<file path="src/rtl/core/mexp_pkg.sv">
// Package: word width, item payload types and sequencer states for modular exponentiation.
package mexp_pkg;

    localparam int WORD_WIDTH = 32;
    localparam int CNT_W      = $clog2(WORD_WIDTH);

    typedef logic [WORD_WIDTH-1:0] t_word;

    typedef struct packed {
        t_word base;
        t_word exponent;
        t_word modulus;
    } t_mexp_in;

    typedef struct packed {
        t_word power_mod;
    } t_mexp_out;

    typedef enum logic [2:0] {
        S_IDLE,
        S_RED,
        S_LOOP,
        S_MUL,
        S_FIN
    } t_mexp_state;

endpackage

</file>
<file path="src/rtl/core/mexp_in_if.sv">
// Interface: input item channel (valid, ready, base/exponent/modulus payload).
interface mexp_in_if;
    import mexp_pkg::*;

    logic     valid;
    logic     ready;
    t_mexp_in payload;

    modport source (output valid, output payload, input ready);
    modport sink   (input valid, input payload, output ready);
endinterface

</file>
<file path="src/rtl/core/mexp_out_if.sv">
// Interface: result item channel (valid, ready, power_mod payload).
interface mexp_out_if;
    import mexp_pkg::*;

    logic      valid;
    logic      ready;
    t_mexp_out payload;

    modport source (output valid, output payload, input ready);
    modport sink   (input valid, input payload, output ready);
endinterface

</file>
<file path="src/rtl/core/modular_exponentiation_unit.sv">
// Per item: base reduction (skipped for a zero modulus), then modular products, each begun from S_LOOP, then S_FIN.
// Up to 2*W products per item, W = WORD_WIDTH.
// Throughput: one item at a time; the shared double-add-reduce unit handles one bit a cycle.
// A finished result waits in the output register while the next item is taken.
// Reset (synchronous, active low) returns the sequencer to idle and drops any pending result.
module modular_exponentiation_unit (
    input  logic          i_clk,
    input  logic          i_rst_n,
    mexp_in_if.sink       i_in,
    mexp_out_if.source    o_out
);
    import mexp_pkg::*;

    localparam logic [CNT_W-1:0] CNT_LAST = CNT_W'(WORD_WIDTH - 1);

    t_mexp_state      r_state, n_state;
    t_word            r_acc, n_acc;
    t_word            r_sq, n_sq;
    t_word            r_exp, n_exp;
    t_word            r_mod, n_mod;
    t_word            r_y, n_y;
    t_word            r_red, n_red;
    logic [CNT_W-1:0] r_cnt, n_cnt;
    logic             r_dst_sq, n_dst_sq;
    logic             r_out_valid, n_out_valid;
    t_word            r_res, n_res;

    logic [WORD_WIDTH+1:0] w_addend;
    logic [WORD_WIDTH+1:0] w_sum;
    logic [WORD_WIDTH+1:0] w_m1;
    logic [WORD_WIDTH+1:0] w_m2;
    logic [WORD_WIDTH+1:0] w_diff;
    t_word                 w_step;
    logic                  w_in_acc;
    logic                  w_out_free;

    assign w_in_acc   = i_in.valid && i_in.ready;
    assign w_out_free = !r_out_valid || o_out.ready;

    // Shared unit: 2*red + addend, then bring back below the modulus (sum < 3m)
    always_comb begin
        if (r_state == S_RED) begin
            w_addend = {{(WORD_WIDTH+1){1'b0}}, r_y[WORD_WIDTH-1]};
        end else begin
            w_addend = r_y[WORD_WIDTH-1] ? {2'b00, r_sq} : '0;
        end
        w_sum = {1'b0, r_red, 1'b0} + w_addend;
        w_m1  = {2'b00, r_mod};
        w_m2  = {1'b0, r_mod, 1'b0};
        priority if (w_sum >= w_m2) begin
            w_diff = w_sum - w_m2;
        end else if (w_sum >= w_m1) begin
            w_diff = w_sum - w_m1;
        end else begin
            w_diff = w_sum;
        end
        w_step = w_diff[WORD_WIDTH-1:0];
    end

    // Sequencer: next state and datapath updates
    always_comb begin
        n_state     = r_state;
        n_acc       = r_acc;
        n_sq        = r_sq;
        n_exp       = r_exp;
        n_mod       = r_mod;
        n_y         = r_y;
        n_red       = r_red;
        n_cnt       = r_cnt;
        n_dst_sq    = r_dst_sq;
        n_res       = r_res;
        n_out_valid = r_out_valid && !o_out.ready;

        unique case (r_state)
            S_IDLE: begin
                if (w_in_acc) begin
                    n_mod = i_in.payload.modulus;
                    n_exp = i_in.payload.exponent;
                    n_y   = i_in.payload.base;
                    n_red = '0;
                    n_cnt = CNT_LAST;
                    n_sq  = '0;
                    if (i_in.payload.modulus == '0) begin
                        // no arithmetic on a zero modulus: answer zero
                        n_acc   = '0;
                        n_exp   = '0;
                        n_state = S_LOOP;
                    end else begin
                        n_acc   = (i_in.payload.modulus == t_word'(1)) ? '0 : t_word'(1);
                        n_state = S_RED;
                    end
                end
            end
            S_RED: begin
                // reduce the base one bit a cycle, most significant first
                n_red = w_step;
                n_y   = {r_y[WORD_WIDTH-2:0], 1'b0};
                n_cnt = r_cnt - CNT_W'(1);
                if (r_cnt == '0) begin
                    n_sq    = w_step;
                    n_state = S_LOOP;
                end
            end
            S_LOOP: begin
                n_red = '0;
                n_cnt = CNT_LAST;
                priority if (r_exp == '0) begin
                    n_state = S_FIN;
                end else if (r_sq == '0) begin
                    n_acc   = '0;
                    n_state = S_FIN;
                end else if (r_sq == t_word'(1)) begin
                    n_state = S_FIN;
                end else if (r_exp[0]) begin
                    n_y      = r_acc;
                    n_dst_sq = 1'b0;
                    n_exp    = r_exp - t_word'(1);
                    n_state  = S_MUL;
                end else begin
                    n_y      = r_sq;
                    n_dst_sq = 1'b1;
                    n_exp    = r_exp >> 1;
                    n_state  = S_MUL;
                end
            end
            S_MUL: begin
                // double-and-add product by the running square, one bit a cycle
                n_red = w_step;
                n_y   = {r_y[WORD_WIDTH-2:0], 1'b0};
                n_cnt = r_cnt - CNT_W'(1);
                if (r_cnt == '0) begin
                    if (r_dst_sq) begin
                        n_sq = w_step;
                    end else begin
                        n_acc = w_step;
                    end
                    n_state = S_LOOP;
                end
            end
            S_FIN: begin
                // hold until the output register is free
                if (w_out_free) begin
                    n_res       = r_acc;
                    n_out_valid = 1'b1;
                    n_state     = S_IDLE;
                end
            end
            default: begin
                n_state = S_IDLE;
            end
        endcase
    end

    // Control registers
    always_ff @(posedge i_clk) begin
        if (!i_rst_n) begin
            r_state     <= S_IDLE;
            r_out_valid <= 1'b0;
        end else begin
            r_state     <= n_state;
            r_out_valid <= n_out_valid;
        end
    end

    // Datapath registers
    always_ff @(posedge i_clk) begin
        r_acc    <= n_acc;
        r_sq     <= n_sq;
        r_exp    <= n_exp;
        r_mod    <= n_mod;
        r_y      <= n_y;
        r_red    <= n_red;
        r_cnt    <= n_cnt;
        r_dst_sq <= n_dst_sq;
        r_res    <= n_res;
    end

    assign i_in.ready              = (r_state == S_IDLE);
    assign o_out.valid             = r_out_valid;
    assign o_out.payload.power_mod = r_res;

endmodule

</file>
<file path="src/flat_wrapper.sv">
// flat-port wrapper written by rule: the top's interface ports become plain ports
module modular_exponentiation_unit_flat import mexp_pkg::*;
  (i_clk, i_rst_n, i_in_valid, i_in_payload, i_in_ready, o_out_valid, o_out_payload, o_out_ready);
  mexp_in_if i_in_i ();
  mexp_out_if o_out_i ();
  input  logic i_clk;
  input  logic i_rst_n;
  input wire logic [$bits(i_in_i.valid)-1:0] i_in_valid;
  input wire logic [$bits(i_in_i.payload)-1:0] i_in_payload;
  output wire logic [$bits(i_in_i.ready)-1:0] i_in_ready;
  output wire logic [$bits(o_out_i.valid)-1:0] o_out_valid;
  output wire logic [$bits(o_out_i.payload)-1:0] o_out_payload;
  input wire logic [$bits(o_out_i.ready)-1:0] o_out_ready;
  assign i_in_i.valid = i_in_valid;
  assign i_in_i.payload = i_in_payload;
  assign i_in_ready = i_in_i.ready;
  assign o_out_valid = o_out_i.valid;
  assign o_out_payload = o_out_i.payload;
  assign o_out_i.ready = o_out_ready;
  modular_exponentiation_unit u_core (.i_clk(i_clk), .i_rst_n(i_rst_n), .i_in(i_in_i), .o_out(o_out_i));
endmodule
</file>
<file path="config.mk">
export PLATFORM = sky130hd
export DESIGN_NAME = modular_exponentiation_unit_flat
export DESIGN_NICKNAME = d
export VERILOG_FILES = /design/src/rtl/core/mexp_pkg.sv /design/src/rtl/core/mexp_in_if.sv /design/src/rtl/core/mexp_out_if.sv /design/src/rtl/core/modular_exponentiation_unit.sv /design/src/flat_wrapper.sv
export SDC_FILE = /design/constraint.sdc
export NUM_CORES = 1
export LEC_CHECK = 0
export BUFFER_PORTS_ARGS = -buffer_cell sky130_fd_sc_hd__buf_2
export CORE_MARGIN = 10
export CORE_UTILIZATION = 55
export CTS_BUF_LIST = sky130_fd_sc_hd__clkbuf_16
export CTS_CLUSTER_SIZE = 12
export DETAILED_ROUTE_END_ITERATION = 16
export MAX_ROUTING_LAYER = met4
export PLACE_DENSITY = 0.82
export REMOVE_ABC_BUFFERS = 1
export SLEW_MARGIN = 25
export SYNTH_ARGS = -nofsm -noshare
export SYNTH_HDL_FRONTEND = slang
export SYNTH_SLANG_ARGS = --single-unit
</file>
<file path="constraint.sdc">
create_clock -name i_clk -period 6.8 [get_ports i_clk]
set_clock_uncertainty 0.1 [all_clocks]
set_input_delay 0.34 -clock i_clk [delete_from_list [all_inputs] [get_ports i_clk]]
set_output_delay 0.34 -clock i_clk [all_outputs]
set_load 0.02 [all_outputs]
</file>
==> Word level (Yosys, flattened, before mapping) <==
Index checks and enable logic that the tools add are counted.
{ "op_classes": {"add_sub_neg": 5, "order_cmp": 2, "n_eq_ne": 17, "muxes": 44, "n_bitwise": 3, "reduce_logical": 24} }
{ "op_table": {"columns": ["operator", "n"], "rows": [
  ["32-bit two-way mux", 24],
  ["32-bit case mux with 3 select lines", 4],
  ["32-bit logical NOT", 3],
  ["32-bit by 1-bit equality test with 1-bit output (second input constant)", 2],
  ["32-bit case mux with 2 select lines", 1],
  ["32-bit subtractor", 2],
  ["33-bit by 34-bit adder with 34-bit output", 1],
  ["34-bit by 32-bit greater-or-equal comparator with 1-bit output", 1],
  ["34-bit by 33-bit greater-or-equal comparator with 1-bit output", 1],
  ["34-bit two-way mux", 1],
  ["32-bit by 1-bit subtractor with 32-bit output (second input constant)", 1],
  ["3-bit two-way mux", 6],
  ["5-bit case mux with 3 select lines", 1],
  ["5-bit AND reduction", 3],
  ["2-bit != test (second input constant)", 6],
  ["3-bit case mux with 4 select lines", 1],
  ["2-bit by 1-bit != test with 1-bit output (second input constant)", 5],
  ["3-bit nonzero test", 3],
  ["3-bit by 2-bit equality test with 1-bit output (second input constant)", 2],
  ["2-bit AND reduction", 3],
  ["6-bit AND reduction", 1],
  ["5-bit logical NOT", 1],
  ["5-bit two-way mux", 1],
  ["5-bit by 1-bit subtractor with 5-bit output (second input constant)", 1],
  ["13 further kinds", 20]
]} }
{ "totals": {"ff_bits": 234, "input_bits": 100, "out_inout_bits": 34, "wordCells": 106} }

==> Logic depth before layout (Yosys ltp) <==
Gate-level depths: netlist of the first run.
{ "depth": {"word_depth": 9, "mapped_depth": 30, "ltp_nobuf": 25} }

==> Worst setup path after synthesis of the first run <==
Ideal clock, no wire load.
{ "synth_path": {"path_type": "reg-to-reg", "startpoint": "reg u_core.r_state[0]", "endpoint": "reg u_core.r_red[30] (data pin)", "setup_time_ps": 270, "arrival_ps": 5437, "t_required_ps": 6430, "slack_ps": 993, "stages_incl_launch_ff": 30, "period_less_slack_ps": 5807, "path_cell_list": "dfxtp_1 -> nor3b_1 -> nor2b_1 -> clkbuf_1 -> and2_1 -> ha_1 -> inv_1 -> fa_1 -> nand2b_1 -> a21o_1 -> a211oi_1 -> o21ba_2 -> o31ai_1 -> nand2b_1 -> mux2i_1 -> nor2_1 -> ha_1 -> clkbuf_1 -> a21oi_1 -> o21ai_0 -> o41a_1 -> nor3_1 -> o311ai_0 -> nand2_1 -> or3b_1 -> buf_2 -> buf_6 -> mux2_4 -> mux2i_1 -> nor2_1"} }
{ "synth_between": {"elab_chain_len": 7, "elab_cells_between_ends": 14, "cone_classes": "add/sub (3); order compare (2); eq/ne (3); mux (4); reduce/logical (2)"} }
{ "synth_rtl": {"columns": ["element", "line_no", "text"], "rows": [
  ["from (decl)", "modular_exponentiation_unit.sv:16", "t_mexp_state r_state, n_state;"],
  ["from (signal assigned)", "modular_exponentiation_unit.sv:160", "r_state <= n_state;"],
  ["3-bit by 1-bit equality test with 1-bit output", "modular_exponentiation_unit.sv:42, modular_exponentiation_unit.sv:74", null],
  ["34-bit two-way mux", "modular_exponentiation_unit.sv:42", "if (r_state == S_RED) begin"],
  ["33-bit by 34-bit adder with 34-bit output", "modular_exponentiation_unit.sv:47", "w_sum = {1'b0, r_red, 1'b0} + w_addend;"],
  ["32-bit subtractor / 34-bit by 32-bit greater-or-equal comparator with 1-bit output (equally long branches)", "modular_exponentiation_unit.sv:53, modular_exponentiation_unit.sv:52", null],
  ["32-bit two-way mux", "modular_exponentiation_unit.sv:52", "end else if (w_sum >= w_m1) begin"],
  ["32-bit two-way mux", "modular_exponentiation_unit.sv:50", "priority if (w_sum >= w_m2) begin"],
  ["32-bit case mux with 3 select lines *", "modular_exponentiation_unit.sv:74", "unique case (r_state)"],
  ["via u_core.n_red[30]", "modular_exponentiation_unit.sv:22", "t_word r_red, n_red;"],
  ["to (signal assigned)", "modular_exponentiation_unit.sv:172", "r_red <= n_red;"],
  ["to (decl)", "modular_exponentiation_unit.sv:22", null]
]} }
The timed path passes the listed nets; every way through them passes the cells marked *.
A chain may end at the register's enable or synchronous reset.

==> Final worst setup path of the first run <==
{ "layout_path": {"startpoint": "reg u_core.r_state[0]", "endpoint": "reg u_core.r_sq[29] (data pin)"} }
{ "layout_between": {"elab_chain_len": 9, "elab_cells_between_ends": 15, "cone_classes": "add/sub (3); order compare (2); eq/ne (2); mux (7); reduce/logical (1)"} }
{ "layout_rtl": {"columns": ["element", "line_no", "text"], "rows": [
  ["3-bit by 1-bit equality test with 1-bit output", "modular_exponentiation_unit.sv:42, modular_exponentiation_unit.sv:74", null],
  ["34-bit two-way mux", "modular_exponentiation_unit.sv:42", null],
  ["33-bit by 34-bit adder with 34-bit output", "modular_exponentiation_unit.sv:47", null],
  ["32-bit subtractor / 34-bit by 32-bit greater-or-equal comparator with 1-bit output (equally long branches)", "modular_exponentiation_unit.sv:53, modular_exponentiation_unit.sv:52", null],
  ["32-bit two-way mux", "modular_exponentiation_unit.sv:52", null],
  ["32-bit two-way mux", "modular_exponentiation_unit.sv:50", null],
  ["32-bit two-way mux", "modular_exponentiation_unit.sv:132", "if (r_dst_sq) begin"],
  ["32-bit two-way mux", "modular_exponentiation_unit.sv:131", "if (r_cnt == '0) begin"],
  ["32-bit case mux with 3 select lines *", "modular_exponentiation_unit.sv:74", null],
  ["to (signal assigned)", "modular_exponentiation_unit.sv:168", "r_sq <= n_sq;"],
  ["to (decl)", "modular_exponentiation_unit.sv:18", "t_word r_sq, n_sq;"]
]} }
Every way passes the cells marked *; elsewhere a longest branch is shown, timed or not. The select of a mux whose other input is x is not followed.

==> flow_summary.toml, run 1 <==
[run_status]
status = "finished, final reports clean"

[synth]
avgSynthCellArea_um2 = 9.846
synth-edff-count = 230
synth_top_area_frac = 0.4401
async_flop_share = 0
syn_area_um2 = 15700
ys_seq_area_frac = 0.4452
synth-seq-cells = 234
synth.most_common_cell = "edfxtp_1"
ys_top_cells_by_count = "230 x edfxtp_1, 157 x nand2_1, 120 x nor2_1, 114 x a21oi_1, 96 x ha_1"
synth_top_cell_by_area = "edfxtp_1"
synthCells = 1594
synth_warnings = 0
ys_types = 79
ys.flop_type = "edfxtp_1"
ys_top_cells_by_area = "edfxtp_1 44%, ha_1 7.7%, nand2_1 3.8%"

[detailed_routing]
antenna_left = 0
route.vias.total = 13570
via_per_inst = 6.206
routed_wl_um = 47600
first_pass_iters = 5
wl_per_cell_um = 21.77
drtIter0Drc = 1370
drc = 0

[final_layout]
final_area_um2 = 18420
syn_to_final_growth_pct = 17.36
layout.nets = 1990
fill_cells = 2188
diodes = 0
drive_above_1_share = 0.1564

[timing]
slew_violations = 0
slew_headroom = 0.3680
worst_pin_slew_ns = 0.9480
setup_viol = 0
tns_ns = 0
hold_viol = 0
fin_crit_sh = 0.9500
max_freq_ghz = 0.1548
period_needed_ns = 6.460

[grt]
grt_pass1_vias = 13240
antenna_found_initial = 1
grt_pass1_wl_um = 73690
grtUsageMet1 = 0.3478
grt_use_met3 = 0.04373
grt.busiest_layer = "met2"
grt_max_degree = 68
track_usage = 0.2644
grt_util_met2 = 0.4215
grt_overflow = 0

[critical_path]
cp_cell_sequence = "nor3b_1 -> nor2b_1 -> buf_4 -> and2_1 -> ha_1 -> a21o_1 -> or3_1 -> o211ai_2 -> buf_4 -> nand2b_1 -> a21oi_1 -> o21bai_1 -> a21oi_1 -> xnor2_1 -> ha_1 -> and3_1 -> a311o_1 -> and2_1 -> a311o_1 -> a21oi_1 -> o21ai_0 -> a31oi_1 -> xnor2_1 -> o211a_1"
start_kind = "flip-flop"
critPathKind = "flip-flop to flip-flop"
cpLargestDelayFamily = "compound AO/OA/AOI/OAI gates"
critPathBufInv = 2
worstSetupEndpointType = "flip-flop"
crit_path_max_fanout = 14
crit_path_top_delay_cell = "ha_1"
reg2reg_depth = 24
worstPathRequired_ns = 7.01
path_depth = 24
crit_arrival_ns = 6.67
slowest_delay_ns = 0.42
critPathMostFrequentCell = "a21oi_1"

[floorplan]
fp.dieH_um = 188.9
core_um2 = 27930
dieWidth_um = 188.9
num_io_pins = 134
dieArea_um2 = 35690
start_util = 0.5619
rows = 61

[placed_design]
routabilityCongestion = 0.9573
place_area_um2 = 16900
hpwl_um = 35230
io_buffers = 133

[clock_tree]
cts.clk_slew.worst_paths_ns = 0.06
cts-root-buf = "clkbuf_16"
clock_latency_ns = 0.56
numClockSinks = 234
htree_levels = 1
cts.path.max_buffers = 3
post-cts-setup-buffers = 0
cts_buffers = 27
cts_tree = "done"

[power_and_ir_drop]
power.leakage_nw = 7.563
ir_worst_vdd_v = 0.0003792
power.density_nw_per_um2 = 525.8

[worst_hold_path]
min_path_type = "input pin to flip-flop"
hold_path_depth = 3

[job]
max_cap_violations = 0
[state kept, by name, summed over array words and instances, names as in the netlist, named ones only]
signal and cells:
u_core.r_mod 32, u_core.o_out.payload 32, u_core.r_sq 32, u_core.r_dst_sq 1, u_core.r_state 3, u_core.o_out.valid 1
u_core.r_acc 32, u_core.r_y 32, u_core.r_cnt 5, u_core.r_red 32, u_core.r_exp 31
[cell families after synthesis]
group           count (synthesis)  share of synthesized area
compound gates                455                     0.1871
xor+xnor                       73                    0.04074
fa+ha+maj                      99                    0.08036
buf+inv                       144                    0.03627
flops                         234                     0.4452
mux                            74                    0.05078
simple gates                  515                     0.1596
[cell usage in the layout, fill, tap and decap left out, types with 11 or more instances in the layout]
cell / instances
edfxtp_1: 230
ha_1: 96
buf_4: 42
nand3_1: 25
buf_2: 133
nor2b_1: 18
o31ai_1: 11
o21a_1: 19
xor2_1: 17
a21oi_1: 114
a21o_1: 37
and2_1: 48
nand2b_1: 11
and3_1: 15
a22oi_1: 32
nand4_1: 21
o22ai_1: 28
clkbuf_16: 27
nor4_1: 21
o21ai_0: 90
a211oi_1: 17
mux2i_1: 36
nand2_1: 157
inv_1: 80
nor3_1: 40
mux2_2: 33
dlygate4sd3_1: 65
nor2_1: 116
xnor2_1: 54
[layout make-up]
| cell class | count | area [um^2] | area share |
|---|---|---|---|
| Multi-Input combinational cell | 1216 | 8248 | 0.4478 |
| Sequential cell | 234 | 6988 | 0.3794 |
| Timing Repair Buffer | 240 | 1632 | 0.08857 |
| Clock buffer | 27 | 675.6 | 0.03668 |
| Tap cell | 378 | 473.0 | 0.02568 |
| Inverter | 72 | 270.3 | 0.01467 |
| Clock inverter | 20 | 133.9 | 0.007268 |
[per-stage QoR]
| step | utilization | total power [mW] | setup WS (ns) | hold WS, ns | cells |
|---|---|---|---|---|---|
| global placement | 0.6049 | 8.089 | 0.4131 | 0.3250 | 2075 |
| CTS | 0.6572 | 9.523 | 0.2808 | 0.01598 | 2187 |
| detailed placement | 0.6049 | 8.133 | 0.3081 | 0.3313 | 2075 |
| global route | 0.6594 | 10.36 | -0.04679 | 0.04671 | 2187 |
| finish | 0.6594 | 9.685 | 0.3401 | 0.04607 | 2187 |
| floorplan | - | 6.383 | -0.5663 | 0.3204 | 1522 |
[worst paths after layout]
path              slack [ns]                           start                                 end
setup reg to reg        0.34  u_core.r_state[0]$_SDFFE_PN0P_           u_core.r_sq[29]$_DFFE_PP_
setup / recovery        0.34  u_core.r_state[0]$_SDFFE_PN0P_           u_core.r_sq[29]$_DFFE_PP_
hold reg to reg         0.35      u_core.r_acc[22]$_DFFE_PP_  u_core.o_out.payload[22]$_DFFE_PP_
hold / removal          0.05                i_in_payload[62]          u_core.r_exp[30]$_DFFE_PP_
[worst reg2reg max path: stages, from the launching register on]
cell	delay [ns]
dfxtp_2	0.32
nor3b_1	0.27
nor2b_1	0.14
buf_4	0.20
and2_1	0.17
ha_1	0.34
a21o_1	0.21
or3_1	0.35
o211ai_2	0.24
buf_4	0.18
nand2b_1	0.06
a21oi_1	0.25
o21bai_1	0.09
a21oi_1	0.18
xnor2_1	0.29
ha_1	0.43
and3_1	0.24
a311o_1	0.34
and2_1	0.16
a311o_1	0.33
a21oi_1	0.37
o21ai_0	0.23
a31oi_1	0.26
xnor2_1	0.20
o211a_1	0.27
[layer usage]
metal | routed length [um] | vias up
met5 | 0 | -
met1 | 20600 | 6502
met2 | 22090 | 609
met4 | 1075 | 0
met3 | 3840 | 84
li1 | - | 6377
[what timing repair did]
item,in CTS,in global routing
hold endpoints to repair,68,0
resized for setup,0,13
setup endpoints to repair,0,85
hold buffers,65,0
[power breakdown]
| part | internal [mW] | switching, mW |
|---|---|---|
| sequential | 2.00 | 0.181 |
| clock | 0.756 | 0.581 |
| combinational | 2.40 | 3.77 |
Note: power is estimated with default switching activity, not from simulation.
==> run 2, diff against run 1 <==
CTS_BUF_LIST = default   (was sky130_fd_sc_hd__clkbuf_16)
==> flow_summary.toml, run 2 (synthesized netlist as in run 1, its figures left out) <==
[clock_tree]
cts_buffers = 27
post-cts-setup-buffers = 0
cts-root-buf = "clkbuf_16"
clock_latency_ns = 0.56
numClockSinks = 234
cts_tree = "done"
cts.path.max_buffers = 3
htree_levels = 1
cts.clk_slew.worst_paths_ns = 0.06

[final_layout]
multi_input_area_um2 = 8248
layout_common_cells = "230 x edfxtp_1, 157 x nand2_1, 133 x buf_2, 116 x nor2_1, 114 x a21oi_1"
syn_to_final_growth_pct = 17.49
stdcell_count = 2187
regArea_um2 = 6988
drive_above_1_share = 0.1575
final_common_cell = "edfxtp_1"
diodes = 0
layout.nets = 1990
fill_cells = 2184

[detailed_routing]
routed_wl_um = 47580
antenna_left = 0
first_pass_iters = 5
via_per_inst = 6.192
wl_per_cell_um = 21.76
route.vias.total = 13540
drc = 0
drtIter0Drc = 1332

[floorplan]
rows = 61
num_io_pins = 134
dieArea_um2 = 35690
fp.dieH_um = 188.9
start_util = 0.5619
core_um2 = 27930
dieWidth_um = 188.9

[timing]
setup_viol = 0
tns_ns = 0
slew_violations = 0
worst_pin_slew_ns = 0.9467
period_needed_ns = 6.405
hold_viol = 0
max_freq_ghz = 0.1561
slew_headroom = 0.3688
fin_crit_sh = 0.9419

[placed_design]
io_buffers = 133
routabilityCongestion = 0.9573
placed_cells = 2075
hpwl_um = 35230

[critical_path]
reg2reg_to = "u_core.r_sq[30]$_DFFE_PP_"
crit_path_max_fanout = 31
crit_path_top_delay_cell = "a21boi_0"
worstSetupEndpointType = "flip-flop"
start_kind = "flip-flop"
r2r_slack_ns = 0.40
reg2reg_depth = 25
worstPathRequired_ns = 6.99
slowest_delay_ns = 0.40
r2r_start = "u_core.r_state[0]$_SDFFE_PN0P_"
critPathKind = "flip-flop to flip-flop"
crit_arrival_ns = 6.60

[grt]
grt_overflow = 0
grt_pass1_vias = 13250
grt_pass1_wl_um = 73810
antenna_found_initial = 1
grt_max_degree = 68
track_usage = 0.2648

[power_and_ir_drop]
switching_share = 0.4661
power.density_nw_per_um2 = 526.8
p_seq_frac = 0.224
comb_power_share = 0.635
power.leakage_nw = 7.541
clockPowerShare = 0.141
p_sw_mw = 4.527
ir_worst_vdd_v = 0.0003838
internal_power_mw = 5.186
total_power_mw = 9.713

[job]
max_cap_violations = 0

[worst_hold_path]
hold_path_depth = 3
min_path_type = "input pin to flip-flop"
min-delay-start = "i_in_payload[62]"
min_to = "u_core.r_exp[30]$_DFFE_PP_"

[run_status]
status = "finished, final reports clean"
[run 2: per-stage QoR]
step                  util  cell area, um^2  setup WS [ns]  hold WS (ns)
global route        0.6601            18440       -0.04652       0.04682
CTS                 0.6579            18380         0.2808       0.01662
finish              0.6601            18440         0.3953       0.04673
floorplan                -            15400        -0.5663        0.3204
detailed placement  0.6049            16900         0.3081        0.3313
global placement    0.6049            16900         0.4131        0.3250
[run 2: area by class of cell]
cell class / count / share of cell area
Sequential cell: 234 / 0.3790
Tap cell: 378 / 0.02565
Clock buffer: 37 / 0.03976
Multi-Input combinational cell: 1216 / 0.4473
Inverter: 72 / 0.01466
Timing Repair Buffer: 240 / 0.08848
Clock inverter: 10 / 0.005225
[run 2: worst max-delay path: cells and delay by family, from the launching register on]
kind / cells / cell delay, ns
DFF: 1 / 0.32
buffers and inverters: 2 / 0.48
AOI/OAI and AO/OA: 8 / 1.86
muxes: 2 / 0.60
xor gates and xnor gates: 1 / 0.20
and+or+nand+nor: 10 / 1.93
adders and majority gates: 2 / 0.64
[run 2: power groups by stage]
| stage | registers [mW] | clock network, mW | logic [mW] |
|---|---|---|---|
| 5_1_grt | 2.20 | 1.45 | 6.75 |
| 3_3_place_gp | 2.19 | 0 | 5.90 |
| 2_1_floorplan | 2.13 | 0 | 4.25 |
| 4_1_cts | 2.17 | 1.39 | 6.01 |
| 6_report | 2.18 | 1.37 | 6.17 |
| 3_5_place_dp | 2.19 | 0 | 5.94 |
[run 2: what timing repair did]
| item | in CTS | in global routing |
|---|---|---|
| hold buffers | 65 | 0 |
| hold endpoints to repair | 68 | 0 |
| setup endpoints to repair | 0 | 85 |
| gates resized for setup | 0 | 13 |
[run 2: worst max-delay path by stage]
| stage | start | endpoint | slack, ns | cells past startpoint |
|---|---|---|---|---|
| floorplan | u_core.r_state[0]$_SDFFE_PN0P_ | u_core.r_red[0]$_DFFE_PP_ | -0.57 | 25 |
| global placement | u_core.r_state[0]$_SDFFE_PN0P_ | u_core.r_sq[30]$_DFFE_PP_ | 0.41 | 26 |
| detailed placement | u_core.r_state[0]$_SDFFE_PN0P_ | u_core.r_red[2]$_DFFE_PP_ | 0.31 | 26 |
| CTS | u_core.r_state[0]$_SDFFE_PN0P_ | u_core.r_sq[30]$_DFFE_PP_ | 0.28 | 26 |
| global route | u_core.r_state[0]$_SDFFE_PN0P_ | u_core.r_sq[30]$_DFFE_PP_ | -0.05 | 25 |
| finish | u_core.r_state[0]$_SDFFE_PN0P_ | u_core.r_sq[30]$_DFFE_PP_ | 0.40 | 25 |
[run 2: per-layer routing]
metal	wire length (um)	track usage	up-vias
met5	0	-	-
met4	983	0.06044	0
met3	3907	0.04373	73
met2	22200	0.4230	604
met1	20490	0.3483	6491
li1	-	-	6373
==> run 3, diff against run 2 <==
ABC_AREA = 1   (was default)
CAP_MARGIN = 0   (was default)
==> flow_summary.toml, run 3 <==
[final_layout]
syn_to_final_growth_pct = 15.60
layout_common_cells = "704 x nand2_1, 349 x inv_1, 259 x nor2_1, 230 x edfxtp_1, 154 x nand3_1"
layout.nets = 2778
multi_input_area_um2 = 8939
final_common_cell = "nand2_1"
regArea_um2 = 6987
fill_cells = 2761
drive_above_1_share = 0.09885
diodes = 0
stdcell_count = 3002
finish.utilization = 0.6437

[floorplan]
core_um2 = 31470
num_io_pins = 134
fp.dieH_um = 198.5
dieWidth_um = 198.5
start_util = 0.5568
dieArea_um2 = 39400
rows = 65

[detailed_routing]
route.vias.total = 17510
first_pass_iters = 6
drtIter0Drc = 1961
routed_wl_um = 63390
antenna_left = 0
drc = 0
wl_per_cell_um = 21.12
via_per_inst = 5.832

[timing]
tns_ns = 0
worst_pin_slew_ns = 0.9949
worst_hold_slack_ns = 0.01732
slew_headroom = 0.3308
setup_viol = 0
max_freq_ghz = 0.1626
rsz0062_at_grt = "false"
period_needed_ns = 6.152
fin_crit_sh = 0.9047
hold_viol = 0
slew_violations = 0

[clock_tree]
numClockSinks = 234
cts.clk_slew.worst_paths_ns = 0.06
cts_tree = "done"
post-cts-setup-buffers = 0
htree_levels = 1
cts-root-buf = "clkbuf_16"
cts_buffers = 27
holdBufCountCts = 70
cts.repair.resized = 0
clock_latency_ns = 0.58
cts.path.max_buffers = 3

[synth]
synth_top_area_frac = 0.3941
synth-adder-area-share = 0.07196
ys_top_cells_by_area = "edfxtp_1 39%, nand2_1 15%, inv_1 7.5%"
ys.flop_type = "edfxtp_1"
synth_compound_area_frac = 0.1003
synth_top_family_by_area = "simple AND/OR/NAND/NOR gates"
synth-xor-area-share = 0.03098
synth-simple-area-share = 0.3041
synth_top_cell_by_area = "edfxtp_1"
ys_top_cells_by_count = "705 x nand2_1, 350 x inv_1, 264 x nor2_1, 230 x edfxtp_1, 154 x nand3_1"
synth-seq-cells = 234
ys_seq_area_frac = 0.3987
async_flop_share = 0
syn_area_um2 = 17530
synthCells = 2388
synth_warnings = 0
ys_types = 49
synth-edff-count = 230
avgSynthCellArea_um2 = 7.339
synthMuxAreaShare = 0
synth.most_common_cell = "nand2_1"

[grt]
grt_overflow = 0
grt_pass1_wl_um = 95900
antenna_found_initial = 0
grt_pass1_vias = 17040
track_usage = 0.3250
grt_max_degree = 78

[placed_design]
routabilityCongestion = 1.075
io_buffers = 133
placed_cells = 2882
hpwl_um = 49150

[critical_path]
worstSetupEndpointType = "flip-flop"
crit_path_top_delay_cell = "dfxtp_1"
r2r_slack_ns = 0.65
worstPathRequired_ns = 6.98
slowest_delay_ns = 0.53
crit_arrival_ns = 6.34
critPathMostFrequentCell = "nand2_1"
critPathKind = "flip-flop to flip-flop"
start_kind = "flip-flop"
crit_path_max_fanout = 32

[run_status]
status = "finished, final reports clean"

[job]
max_cap_violations = 0

[worst_hold_path]
min_path_type = "input pin to flip-flop"
-- run 3: cell count changes after synthesis, moves of 38 or more --
cell / delta
mux2i_1: -38
inv_1: +278
and2_1: -42
nand3_1: +129
nand4_1: +39
nor2_1: +144
nand2_1: +548
-- run 3: worst max-delay path, delay by kind of cell, from the launching register on --
kind / cells / cell delay [ns]
AO/OA/AOI/OAI: 2 / 0.35
XOR/XNOR: 1 / 0.52
adder cells (fa/ha/maj): 2 / 0.77
buffers and inverters: 7 / 0.89
flip-flops: 1 / 0.53
AND/OR/NAND/NOR: 20 / 2.69
-- run 3: worst paths after layout --
check                                  from                            endpoint  cells past startpoint
max reg2reg  u_core.r_state[0]$_SDFFE_PN0P_           u_core.r_sq[27]$_DFFE_PP_                     32
max          u_core.r_state[0]$_SDFFE_PN0P_           u_core.r_sq[27]$_DFFE_PP_                     32
min                        i_in_payload[88]            u_core.r_y[24]$_DFFE_PP_                      3
min reg2reg      u_core.r_acc[26]$_DFFE_PP_  u_core.o_out.payload[26]$_DFFE_PP_                      0
-- run 3: cell type report --
| type | count | share of cell area |
|---|---|---|
| clock buffer | 39 | 0.03804 |
| timing repair buffer | 227 | 0.07831 |
| tap | 402 | 0.02483 |
| sequential | 234 | 0.3449 |
| multi-input combinational | 1731 | 0.4412 |
| inverter | 358 | 0.06633 |
| clock inverter | 11 | 0.006423 |
-- run 3: kinds of logic after synthesis --
kind of cell | count (synthesis)
AOI/OAI and AO/OA | 304
xor gates and xnor gates | 62
adders and majority gates | 99
buffers and inverters | 423
DFF | 234
and+or+nand+nor | 1266
-- run 3: per-layer routing --
layer / up-vias / track usage / wire (um)
li1: 8257 / - / -
met4: 0 / 0.1331 / 2784
met1: 8135 / 0.4048 / 25230
met2: 973 / 0.5295 / 29730
met5: - / - / 0
met3: 143 / 0.03971 / 5650
-- run 3: metrics by stage --
step           worst slack (ns)  area (um^2)
3_5_place_dp             0.7951        18660
4_1_cts                  0.7766        20260
2_1_floorplan            0.4171        17220
6_report                 0.6482        20260
5_1_grt                  0.3771        20260
3_3_place_gp             0.8222        18600
Power of run 3 is not shown: default switching activity piles up to over one toggle a cycle in this logic, so the estimate is an artifact.
